==> config.mk <==
export PLATFORM = sky130hd
export DESIGN_NAME = co2_frame_check_average_calibrate_flat
export DESIGN_NICKNAME = d
export VERILOG_FILES = /design/src/rtl/cfca_pkg.sv /design/src/rtl/cfca_channels.sv /design/src/rtl/cfca_front.sv /design/src/rtl/cfca_queue.sv /design/src/rtl/cfca_back.sv /design/src/rtl/co2_frame_check_average_calibrate.sv /design/src/flat_wrapper.sv
export SDC_FILE = /design/constraint.sdc
export NUM_CORES = 1
export LEC_CHECK = 0
export ABC_AREA = 1
export BUFFER_PORTS_ARGS = -buffer_cell sky130_fd_sc_hd__buf_2
export CORE_ASPECT_RATIO = 0.75
export CORE_MARGIN = 5
export CORE_UTILIZATION = 26
export CTS_BUF_LIST = sky130_fd_sc_hd__clkbuf_8
export DETAILED_ROUTE_END_ITERATION = 10
export MAX_ROUTING_LAYER = met4
export PLACE_DENSITY_LB_ADDON = 0.3
export REMOVE_ABC_BUFFERS = 1
export SYNTH_ARGS = -nofsm -noshare
export SYNTH_HDL_FRONTEND = slang
export SYNTH_SLANG_ARGS = --single-unit
==> constraint.sdc <==
create_clock -name clk -period 2.7 [get_ports clk]
set_input_delay 0.135 -clock clk [delete_from_list [all_inputs] [get_ports clk]]
set_output_delay 0.135 -clock clk [all_outputs]
set_load 0.02 [all_outputs]
==> src/rtl/cfca_pkg.sv <==
package cfca_pkg;

    // Frame layout of the sensor reply
    localparam int FRAME_BYTES    = 9;
    localparam int POS_W          = 4;
    localparam int POS_PPM_HIGH   = 2;
    localparam int POS_PPM_LOW    = 3;
    localparam int POS_LAST_SUM   = FRAME_BYTES - 2;
    localparam int POS_CHECK      = FRAME_BYTES - 1;

    localparam int BYTE_W         = 8;
    localparam int PPM_W          = 16;
    localparam int VALUE_W        = 18;
    localparam int OFFSET_W       = 17;

    localparam int WINDOW_SAMPLES_DEFAULT = 8;
    localparam logic [PPM_W-1:0] CAL_BASE_RESET = 16'd400;

    localparam int QUEUE_DEPTH    = 2;

    // Frame status codes
    localparam logic STATUS_GOOD  = 1'b0;
    localparam logic STATUS_BAD   = 1'b1;

    // One finished frame, handed from the front end to the back end
    typedef struct packed {
        logic             bad;
        logic [PPM_W-1:0] ppm;
        logic             cal;
    } frame_item_t;

endpackage

==> src/rtl/cfca_channels.sv <==
interface cfca_frame_if;
    import cfca_pkg::*;
    logic              valid;
    logic              ready;
    logic [BYTE_W-1:0] rx_byte;
    logic              frame_start;
    logic              calibrate;

    modport source (output valid, rx_byte, frame_start, calibrate, input ready);
    modport sink (input valid, rx_byte, frame_start, calibrate, output ready);
endinterface

interface cfca_result_if;
    import cfca_pkg::*;
    logic                       valid;
    logic                       ready;
    logic                       frame_status;
    logic signed [VALUE_W-1:0]  co2_value;
    logic signed [OFFSET_W-1:0] offset_now;
    logic                       calibrated;

    modport source (output valid, frame_status, co2_value, offset_now, calibrated,
                    input ready);
    modport sink (input valid, frame_status, co2_value, offset_now, calibrated,
                  output ready);
endinterface

interface cfca_cfg_if;
    import cfca_pkg::*;
    logic             valid;
    logic             ready;
    logic [PPM_W-1:0] data;

    modport source (output valid, data, input ready);
    modport sink (input valid, data, output ready);
endinterface

==> src/rtl/cfca_front.sv <==
module cfca_front (
    input  logic                 clk,
    input  logic                 rst_n,
    cfca_frame_if.sink           frame,
    input  logic                 q_full,
    output logic                 push,
    output cfca_pkg::frame_item_t push_item
);
    import cfca_pkg::*;

    logic [POS_W-1:0]  pos_reg, pos_next;
    logic [BYTE_W-1:0] sum_reg, sum_next;
    logic [BYTE_W-1:0] ppm_hi_reg, ppm_hi_next;
    logic [BYTE_W-1:0] ppm_lo_reg, ppm_lo_next;
    logic [POS_W-1:0]  pos;
    logic              accept;

    assign frame.ready = !q_full;
    assign accept      = frame.valid && frame.ready;
    assign pos         = frame.frame_start ? '0 : pos_reg;

    always_comb
    begin
        pos_next    = pos_reg;
        sum_next    = sum_reg;
        ppm_hi_next = ppm_hi_reg;
        ppm_lo_next = ppm_lo_reg;
        push        = 1'b0;
        push_item.bad = (BYTE_W'(0) - sum_reg) != frame.rx_byte;
        push_item.ppm = {ppm_hi_reg, ppm_lo_reg};
        push_item.cal = frame.calibrate;
        if (accept && (pos < POS_W'(FRAME_BYTES)))
        begin
            if (pos == '0)
                sum_next = '0;
            else if (pos <= POS_W'(POS_LAST_SUM))
                sum_next = sum_reg + frame.rx_byte;
            if (pos == POS_W'(POS_PPM_HIGH))
                ppm_hi_next = frame.rx_byte;
            if (pos == POS_W'(POS_PPM_LOW))
                ppm_lo_next = frame.rx_byte;
            if (pos == POS_W'(POS_CHECK))
            begin
                push     = 1'b1;
                pos_next = POS_W'(FRAME_BYTES);
            end
            else
                pos_next = pos + 1'b1;
        end
    end

    always_ff @(posedge clk or negedge rst_n)
    begin
        if (!rst_n)
        begin
            pos_reg    <= '0;
            sum_reg    <= '0;
            ppm_hi_reg <= '0;
            ppm_lo_reg <= '0;
        end
        else
        begin
            pos_reg    <= pos_next;
            sum_reg    <= sum_next;
            ppm_hi_reg <= ppm_hi_next;
            ppm_lo_reg <= ppm_lo_next;
        end
    end

endmodule

==> src/rtl/cfca_queue.sv <==
module cfca_queue (
    input  logic                  clk,
    input  logic                  rst_n,
    input  logic                  push,
    input  cfca_pkg::frame_item_t push_item,
    input  logic                  pop,
    output logic                  full,
    output logic                  q_valid,
    output cfca_pkg::frame_item_t q_item
);
    import cfca_pkg::*;

    localparam int PTR_W = (QUEUE_DEPTH > 1) ? $clog2(QUEUE_DEPTH) : 1;
    localparam int CNT_W = $clog2(QUEUE_DEPTH + 1);

    frame_item_t      slot_reg [QUEUE_DEPTH];
    logic [PTR_W-1:0] wr_ptr_reg, wr_ptr_next;
    logic [PTR_W-1:0] rd_ptr_reg, rd_ptr_next;
    logic [CNT_W-1:0] count_reg, count_next;
    logic             do_push, do_pop;

    assign full    = count_reg == CNT_W'(QUEUE_DEPTH);
    assign q_valid = count_reg != '0;
    assign q_item  = slot_reg[rd_ptr_reg];
    assign do_push = push && !full;
    assign do_pop  = pop && q_valid;

    always_comb
    begin
        wr_ptr_next = wr_ptr_reg;
        rd_ptr_next = rd_ptr_reg;
        count_next  = count_reg;
        if (do_push)
            wr_ptr_next = (wr_ptr_reg == PTR_W'(QUEUE_DEPTH - 1)) ? '0 : wr_ptr_reg + 1'b1;
        if (do_pop)
            rd_ptr_next = (rd_ptr_reg == PTR_W'(QUEUE_DEPTH - 1)) ? '0 : rd_ptr_reg + 1'b1;
        if (do_push && !do_pop)
            count_next = count_reg + 1'b1;
        else if (do_pop && !do_push)
            count_next = count_reg - 1'b1;
    end

    always_ff @(posedge clk or negedge rst_n)
    begin
        if (!rst_n)
        begin
            wr_ptr_reg <= '0;
            rd_ptr_reg <= '0;
            count_reg  <= '0;
        end
        else
        begin
            wr_ptr_reg <= wr_ptr_next;
            rd_ptr_reg <= rd_ptr_next;
            count_reg  <= count_next;
        end
    end

    always_ff @(posedge clk)
    begin
        if (do_push)
            slot_reg[wr_ptr_reg] <= push_item;
    end

`ifndef ASSERT_OFF
    // front end must hold off when there is no room
    a_no_overflow: assert property (@(posedge clk) disable iff (!rst_n) push |-> !full)
        else $error("queue push while full");
    a_count_range: assert property (@(posedge clk) disable iff (!rst_n)
        count_reg <= CNT_W'(QUEUE_DEPTH))
        else $error("queue count out of range");
`endif

endmodule

==> src/rtl/cfca_back.sv <==
module cfca_back #(
    parameter int WINDOW_SAMPLES = cfca_pkg::WINDOW_SAMPLES_DEFAULT
) (
    input  logic                  clk,
    input  logic                  rst_n,
    cfca_cfg_if.sink              cfg,
    input  logic                  q_valid,
    input  cfca_pkg::frame_item_t q_item,
    output logic                  pop,
    cfca_result_if.source         result
);
    import cfca_pkg::*;

    localparam int LOG_N  = $clog2(WINDOW_SAMPLES);
    localparam int SUM_W  = PPM_W + LOG_N;
    localparam int SHIFT  = SUM_W + LOG_N;
    localparam int PROD_W = 2 * SUM_W + 1;
    // ceil(2^SHIFT / N): exact floor division for every sum below 2^SUM_W
    localparam logic [63:0] RECIP_WIDE =
        ((64'd1 << SHIFT) + 64'(WINDOW_SAMPLES) - 64'd1) / 64'(WINDOW_SAMPLES);
    localparam logic [SUM_W:0] RECIP = RECIP_WIDE[SUM_W:0];

    logic [PPM_W-1:0]           base_reg;
    logic [PPM_W-1:0]           win_reg [WINDOW_SAMPLES];
    logic [SUM_W-1:0]           sum_reg, sum_next;
    logic signed [OFFSET_W-1:0] offset_reg, offset_next;

    logic                       s1_valid_reg, s1_bad_reg, s1_cal_reg;
    logic                       s2_valid_reg, s2_bad_reg, s2_cal_reg;
    logic [PROD_W-1:0]          prod_reg;

    logic                       out_valid_reg, out_valid_next;
    logic                       out_status_reg;
    logic signed [VALUE_W-1:0]  out_value_reg;
    logic signed [OFFSET_W-1:0] out_offset_reg;
    logic                       out_cal_reg;

    logic [PPM_W-1:0]           mean;
    logic signed [VALUE_W-1:0]  value;
    logic signed [OFFSET_W-1:0] cal_offset;
    logic [SUM_W:0]             sum_wide;

    assign cfg.ready = 1'b1;

    // one frame in flight at a time
    assign pop = q_valid && !s1_valid_reg && !s2_valid_reg && !out_valid_reg;

    assign sum_wide = {1'b0, sum_reg} - (SUM_W + 1)'(win_reg[0]) + (SUM_W + 1)'(q_item.ppm);
    assign sum_next = (pop && !q_item.bad) ? sum_wide[SUM_W-1:0] : sum_reg;

    assign mean       = prod_reg[SHIFT +: PPM_W];
    assign value      = signed'({2'b00, mean}) + signed'({offset_reg[OFFSET_W-1], offset_reg});
    assign cal_offset = signed'({1'b0, base_reg}) - signed'({1'b0, mean});

    always_comb
    begin
        offset_next    = offset_reg;
        out_valid_next = out_valid_reg;
        if (result.valid && result.ready)
            out_valid_next = 1'b0;
        if (s2_valid_reg)
        begin
            out_valid_next = 1'b1;
            if (!s2_bad_reg && s2_cal_reg)
                offset_next = cal_offset;
        end
    end

    always_ff @(posedge clk or negedge rst_n)
    begin
        if (!rst_n)
        begin
            base_reg      <= CAL_BASE_RESET;
            sum_reg       <= '0;
            offset_reg    <= '0;
            s1_valid_reg  <= 1'b0;
            s2_valid_reg  <= 1'b0;
            out_valid_reg <= 1'b0;
            for (int i = 0; i < WINDOW_SAMPLES; i++)
                win_reg[i] <= '0;
        end
        else
        begin
            if (cfg.valid && cfg.ready)
                base_reg <= cfg.data;
            sum_reg       <= sum_next;
            offset_reg    <= offset_next;
            s1_valid_reg  <= pop;
            s2_valid_reg  <= s1_valid_reg;
            out_valid_reg <= out_valid_next;
            if (pop && !q_item.bad)
            begin
                for (int i = 0; i < WINDOW_SAMPLES - 1; i++)
                    win_reg[i] <= win_reg[i + 1];
                win_reg[WINDOW_SAMPLES - 1] <= q_item.ppm;
            end
        end
    end

    always_ff @(posedge clk)
    begin
        if (pop)
        begin
            s1_bad_reg <= q_item.bad;
            s1_cal_reg <= q_item.cal;
        end
        s2_bad_reg <= s1_bad_reg;
        s2_cal_reg <= s1_cal_reg;
        prod_reg   <= PROD_W'(sum_reg) * PROD_W'(RECIP);
        if (s2_valid_reg)
        begin
            if (s2_bad_reg)
            begin
                out_status_reg <= STATUS_BAD;
                out_value_reg  <= '0;
                out_offset_reg <= offset_reg;
                out_cal_reg    <= 1'b0;
            end
            else
            begin
                out_status_reg <= STATUS_GOOD;
                out_value_reg  <= value;
                out_offset_reg <= s2_cal_reg ? cal_offset : offset_reg;
                out_cal_reg    <= s2_cal_reg;
            end
        end
    end

    assign result.valid        = out_valid_reg;
    assign result.frame_status = out_status_reg;
    assign result.co2_value    = out_value_reg;
    assign result.offset_now   = out_offset_reg;
    assign result.calibrated   = out_cal_reg;

`ifndef ASSERT_OFF
    a_single_frame: assert property (@(posedge clk) disable iff (!rst_n)
        $onehot0({s1_valid_reg, s2_valid_reg, out_valid_reg}))
        else $error("more than one frame in the back end");
    a_stage_flow: assert property (@(posedge clk) disable iff (!rst_n)
        s1_valid_reg |=> s2_valid_reg && !s1_valid_reg)
        else $error("multiply stage lost a frame");
    a_result_follows: assert property (@(posedge clk) disable iff (!rst_n)
        s2_valid_reg |=> out_valid_reg)
        else $error("result not registered after multiply");
`endif

endmodule

==> src/rtl/co2_frame_check_average_calibrate.sv <==
// Sensor reply checker: takes the nine-byte reply one byte per item, counts
// positions from frame_start, checks the two's-complement checksum of bytes 1
// to 7 against byte 8 and, on a good frame, pushes the big-endian ppm word of
// bytes 2 and 3 into a zero-cleared moving window of WINDOW_SAMPLES samples.
// Each frame gives one result item on its last byte: the truncated mean plus
// the calibration offset, the offset after the frame and a calibrated flag.
// A calibrate request on a good frame's last byte sets offset = base - mean;
// on a bad frame it is dropped and window, sum and offset are left alone.
// Rate: one byte is taken every cycle while the queue has room. A frame's
// result follows its last byte through window update, reciprocal multiply
// and offset add; the back end holds one frame at a time, and a two-item
// queue between front and back absorbs a stalled result. No clearing pass
// after reset: the window is in flip-flops cleared by reset. calibration_base
// is written through the cfg channel, which is always ready.
module co2_frame_check_average_calibrate #(
    parameter int WINDOW_SAMPLES = cfca_pkg::WINDOW_SAMPLES_DEFAULT
) (
    input  logic          clk,
    input  logic          rst_n,
    cfca_frame_if.sink    frame,
    cfca_result_if.source result,
    cfca_cfg_if.sink      cfg
);
    import cfca_pkg::*;

    logic        push;
    frame_item_t push_item;
    logic        q_full;
    logic        q_valid;
    frame_item_t q_item;
    logic        pop;

    // byte framing and checksum
    cfca_front u_front (
        .clk       (clk),
        .rst_n     (rst_n),
        .frame     (frame),
        .q_full    (q_full),
        .push      (push),
        .push_item (push_item)
    );

    // finished frames waiting for the back end
    cfca_queue u_queue (
        .clk       (clk),
        .rst_n     (rst_n),
        .push      (push),
        .push_item (push_item),
        .pop       (pop),
        .full      (q_full),
        .q_valid   (q_valid),
        .q_item    (q_item)
    );

    // moving average, offset and result register
    cfca_back #(
        .WINDOW_SAMPLES (WINDOW_SAMPLES)
    ) u_back (
        .clk     (clk),
        .rst_n   (rst_n),
        .cfg     (cfg),
        .q_valid (q_valid),
        .q_item  (q_item),
        .pop     (pop),
        .result  (result)
    );

endmodule
==> src/flat_wrapper.sv <==
// flat-port wrapper written by rule: the top's interface ports become plain ports
module co2_frame_check_average_calibrate_flat import cfca_pkg::*;
#(
    parameter int WINDOW_SAMPLES = cfca_pkg::WINDOW_SAMPLES_DEFAULT
)
  (clk, rst_n, frame_valid, frame_rx_byte, frame_frame_start, frame_calibrate, frame_ready, result_valid, result_frame_status, result_co2_value, result_offset_now, result_calibrated, result_ready, cfg_valid, cfg_data, cfg_ready);
  cfca_frame_if frame_i ();
  cfca_result_if result_i ();
  cfca_cfg_if cfg_i ();
  input  logic clk;
  input  logic rst_n;
  input wire logic [$bits(frame_i.valid)-1:0] frame_valid;
  input wire logic [$bits(frame_i.rx_byte)-1:0] frame_rx_byte;
  input wire logic [$bits(frame_i.frame_start)-1:0] frame_frame_start;
  input wire logic [$bits(frame_i.calibrate)-1:0] frame_calibrate;
  output wire logic [$bits(frame_i.ready)-1:0] frame_ready;
  output wire logic [$bits(result_i.valid)-1:0] result_valid;
  output wire logic [$bits(result_i.frame_status)-1:0] result_frame_status;
  output wire logic [$bits(result_i.co2_value)-1:0] result_co2_value;
  output wire logic [$bits(result_i.offset_now)-1:0] result_offset_now;
  output wire logic [$bits(result_i.calibrated)-1:0] result_calibrated;
  input wire logic [$bits(result_i.ready)-1:0] result_ready;
  input wire logic [$bits(cfg_i.valid)-1:0] cfg_valid;
  input wire logic [$bits(cfg_i.data)-1:0] cfg_data;
  output wire logic [$bits(cfg_i.ready)-1:0] cfg_ready;
  assign frame_i.valid = frame_valid;
  assign frame_i.rx_byte = frame_rx_byte;
  assign frame_i.frame_start = frame_frame_start;
  assign frame_i.calibrate = frame_calibrate;
  assign frame_ready = frame_i.ready;
  assign result_valid = result_i.valid;
  assign result_frame_status = result_i.frame_status;
  assign result_co2_value = result_i.co2_value;
  assign result_offset_now = result_i.offset_now;
  assign result_calibrated = result_i.calibrated;
  assign result_i.ready = result_ready;
  assign cfg_i.valid = cfg_valid;
  assign cfg_i.data = cfg_data;
  assign cfg_ready = cfg_i.ready;
  co2_frame_check_average_calibrate #(.WINDOW_SAMPLES(WINDOW_SAMPLES)) u_core (.clk(clk), .rst_n(rst_n), .frame(frame_i), .result(result_i), .cfg(cfg_i));
endmodule
# Word-level counts from Yosys, hierarchy flattened
# Memories as Yosys holds them, arrays and structs flattened.
# Index checks and enable logic that the tools add are counted.
# totals
ram_bits	36
n_memories	1
wordCells	95
regBits	275
inputBits	31
output_inout_bits	40
# memory_table
memory	words	width	rd	rd_clocked_by_memory_dff	write_ports	line_no	rtl
u_core.u_queue.slot_reg	2	18	1	0	1	cfca_queue.sv:16	frame_item_t slot_reg [QUEUE_DEPTH];
# classes
n_reduce_logical	29
n_mux	17
eq_ne	5
order_cmp	2
add_sub_neg	11
# ops
op	n
$mux W17	2
$add A19 B16 Y19	1
$sub A19 B16 Y19	1
$add A17 B17 Y18	1
$sub A16 B16 Y17	1
$mux W8	2
$logic_and A1 B1 Y1	12
$mux W1	9
$add A8 B8 Y8	1
$eq A4 B2 Y1 const B	2
$logic_not A1 Y1	8
$mux W4	2
$ne A8 B8 Y1	1
$reduce_and A2 Y1	4
$reduce_bool A2 Y1	4
$sub A1 B8 Y8 const A	1
$add A4 B1 Y4 const B	1
$eq A4 B4 Y1 const B	1
$le A4 B3 Y1 const B	1
$logic_not A4 Y1	1
$lt A4 B4 Y1 const B	1
$mux W2	2
$add A1 B1 Y1 const B	2
$add A2 B1 Y2 const B	1
2 further kinds	2

# Longest topological paths before layout
# depth
ltp_word	10
depth_mapped	17

# By module
# From an unflattened synthesis, not the netlist that was laid out.
# unflattened
cells_unflattened	1838
area_unflattened_um2	15527.4
# modules_own_cells
mod	cells_per_inst	instances	area_each_um2	seq_area_each_um2
cfca_back	1470	1	12084.1	6114.6
cfca_front	243	1	1890.6	700.7
cfca_queue	125	1	1552.7	1181.1

# Worst setup path after synthesis
# Ideal clock, no wire load.
# synth_timing
kind	reg2reg
start	reg u_core.u_queue.rd_ptr_reg
end	reg u_core.u_back.sum_reg[12]
n_path_buf	2
t_arrival_ps	2641
path_slack_ps	-59
stages_incl_launch_ff	16
required_time_ps	2583
setup_time_ps	117
synth_period_minus_slack_ps	2759
cell_sequence	dfrtp_1 > buf_4 > buf_2 > mux2i_1 > fa_1 > fa_1 > inv_1 > nand3_1 > nand3_1 > nand2_1 > nand2_1 > nand2_1 > nand2_1 > nand2_1 > nand3_1 > nand2_1
# synth_via
elab_chain_len	3
word_cells_on_any_way	4
# synth_rtl
item	line_no	rtl
start, declared	cfca_queue.sv:18	logic [PTR_W-1:0] rd_ptr_reg, rd_ptr_next;
start signal, assigned	cfca_queue.sv:54	rd_ptr_reg <= rd_ptr_next;
$mem_v2 Z2 W18 (*)	-	
branches (longest 2 deep; another with $add A19 B16 Y19)	-	
end signal, assigned	cfca_back.sv:86	sum_reg <= sum_next;
end, declared	cfca_back.sv:25	logic [SUM_W-1:0] sum_reg, sum_next;
# Mark *: on every way between the ends.
# A chain may end at the register's enable or synchronous reset.

# Worst setup path in the final report
# layout_timing
start	reg u_core.u_queue.rd_ptr_reg
end	reg u_core.u_back.sum_reg[14]
# The elaborated chain is that of the path after synthesis.

==> run metrics <==
dpl ws -0.04542 ns; GR Util met2 15.33%; filler cell count 6028; clock sink count 308; vias per std cell 4.202; M1 GR Usage 16.89%; H-tree depth 2; layout cells sized above 1 17.09%; distinct cell type count after synthesis 43; Top Ports 71; sequential area share after synthesis 52.66%; Setup Skew 0.02418 ns; max-cap violation count 0; RSZ-0062 raised after global routing true; Post-Synthesis Cells 1725; # rows 76; fin crit share 96.13%; register area 0.007998 sq mm; fin. max-slew vios 0; fin worst setup slack 0.1044 ns; Fmax achieved 385.3 MHz; Die W 289.1 microns; Fin. Hold Viols 0; Seq cells post-synth 308; Worst Path Required 3.18 ns; worst-margin pin slew 0.6678 ns; DR WL/cell 12.79 microns; met3 demand-to-capacity share in global routing 2.160%; core area 0.05763 sq mm; Hold WC Path Type input port to flip-flop; nets 1991; run status complete, no violations; minimum clock period 2.596 ns; vias in the first global route 11080; Setup crit end kind flip-flop; DR iter-0 viols 793; Max Buffers Root-to-Sink 3; Multi-input gate area 0.006656 sq mm; Layout area overhead 22.52%; WL final 34.52 mm; drt drc 0; die area 0.06339 sq mm; Starting Density 26.35%; top_reg_cell synth dfrtp_1; Port Buf Inserts 69; Die Y 219.3 microns; CTS root buf clkbuf_8; antenna violations before repair 0; CTS clk-pin slew, worst paths 0.06 ns; Most Crowded Layer GR met1; CTS buffer count 49; gr usage total 11.12%; drt first pass iters 5; grt total ovfl 0; Vias 11340; CP arrival 3.08 ns; area of the mapped netlist 0.01518 sq mm; max FFs per register 128; number of flops mapped to enable cells by yosys 75; first-pass GRT wire length 56.82 mm; Rel. slew slack 55.43%; Post-DRT Antenna Nets 0; Antenna Diode Count 0; Post-synth ARST share 69.81%; worst-path fanout max 6; gpl congestion 0.8647; Post-DP HPWL 24.50 mm; clk_lat worst skew 0.60 ns; Setup violations, final 0; Synthesis Warnings 0; CTS tree built; Syn Area/Cell 8.803 sq um; class of the most critical setup path flip-flop to flip-flop; critical path launch point type flip-flop; largest net degree at the start of global routing 122
-- placed cells by master (no fill, tap or decap), drive strengths merged, types with 58 or more instances in the layout --
cell	instances
o21ai	112
ha	63
nor2	82
nand2	630
buf	115
edfxtp	75
inv	230
dfrtp	212
nand3	76
a21oi	58
-- what timing repair did --
item,4_1_cts,5_1_grt
hold buffers,31,0
resized for setup,20,115
setup endpoints to repair,9,14
hold endpoints to repair,182,0
pin swaps,1,42
buffers inserted,0,11
-- cell usage after synthesis (19+ instances only) --
master / instances / area, sq um
nand3_1: 75 / 375.4
a21oi_1: 56 / 280.3
dfrtp_1: 212 / 5305
o21ai_0: 68 / 340.3
o21ai_1: 44 / 220.2
nand2_1: 629 / 2361
fa_1: 19 / 380.4
buf_2: 25 / 125.1
ha_1: 63 / 788.3
inv_1: 212 / 795.8
edfxtp_1: 75 / 2252
nor2_1: 79 / 296.5
-- final timing paths --
check	from	end	slack (ns)	cells past startpoint
setup reg to reg	u_core.u_queue.rd_ptr_reg	u_core.u_back.sum_reg[14]	0.10	15
hold reg to reg	u_core.u_back.sum_reg[8]	u_core.u_back.prod_reg[27]	0.39	0
setup / recovery	u_core.u_queue.rd_ptr_reg	u_core.u_back.sum_reg[14]	0.10	15
hold / removal	cfg_valid	u_core.u_back.base_reg[0]	0.05	2
min in group asynchronous	rst_n	u_core.u_front.sum_reg[7]	0.08	2
max in group asynchronous	rst_n	u_core.u_back.win_reg[39]	1.75	3
-- final cells by class --
| class | count | share of cell area (%) |
|---|---|---|
| clock inverter | 36 | 1.594 |
| sequential | 308 | 42.99 |
| inverter | 216 | 4.372 |
| tap | 780 | 5.246 |
| multi-input combinational | 1157 | 35.78 |
| timing repair buffer | 146 | 5.878 |
| clock buffer | 56 | 4.143 |
-- critical path, cell delays in order, from the launching register on --
cell,delay (ns)
dfrtp_1,0.40
buf_6,0.16
mux2i_1,0.13
buf_4,0.16
fa_1,0.54
inv_2,0.05
ha_4,0.32
nand2_4,0.08
nor2_4,0.13
nand3_2,0.10
nand3_4,0.11
nand2_2,0.06
nand2_1,0.06
nand2_1,0.04
nand3_1,0.08
nand2_1,0.06
-- per-stage QoR --
step	hold WS [ns]	util, %	instance area (sq um)	std cells	setup TNS, ns
3_3_place_gp	0.1382	28.74	16560	2566	-0.002698
6_report	0.05028	32.28	18600	2699	0
2_1_floorplan	-0.1606	-	14890	1681	-245.25
3_5_place_dp	0.1430	28.74	16560	2566	-0.1218
4_1_cts	0.01187	31.30	18040	2689	0
5_1_grt	0.03074	32.28	18600	2699	-0.2704
-- cells by family after synthesis --
| family | Yosys count | share of synthesized area (%) |
|---|---|---|
| XOR/XNOR | 34 | 1.961 |
| AND/OR/NAND/NOR | 822 | 21.75 |
| adder cells (fa/ha/maj) | 82 | 7.696 |
| other | 1 | 0.02470 |
| multiplexers | 31 | 2.167 |
| AO/OA/AOI/OAI | 187 | 6.485 |
| flip-flops | 308 | 52.66 |
| buffers and inverters | 260 | 7.251 |
-- per-layer routing --
metal,vias to the layer above,share of wire [%]
met4,0,1.6
met3,50,4.7
met1,5311,54
li1,5796,-
met2,185,40
met5,-,0
Power is not shown: default switching activity piles up to over one toggle a cycle in this logic, so the estimate is an artifact.
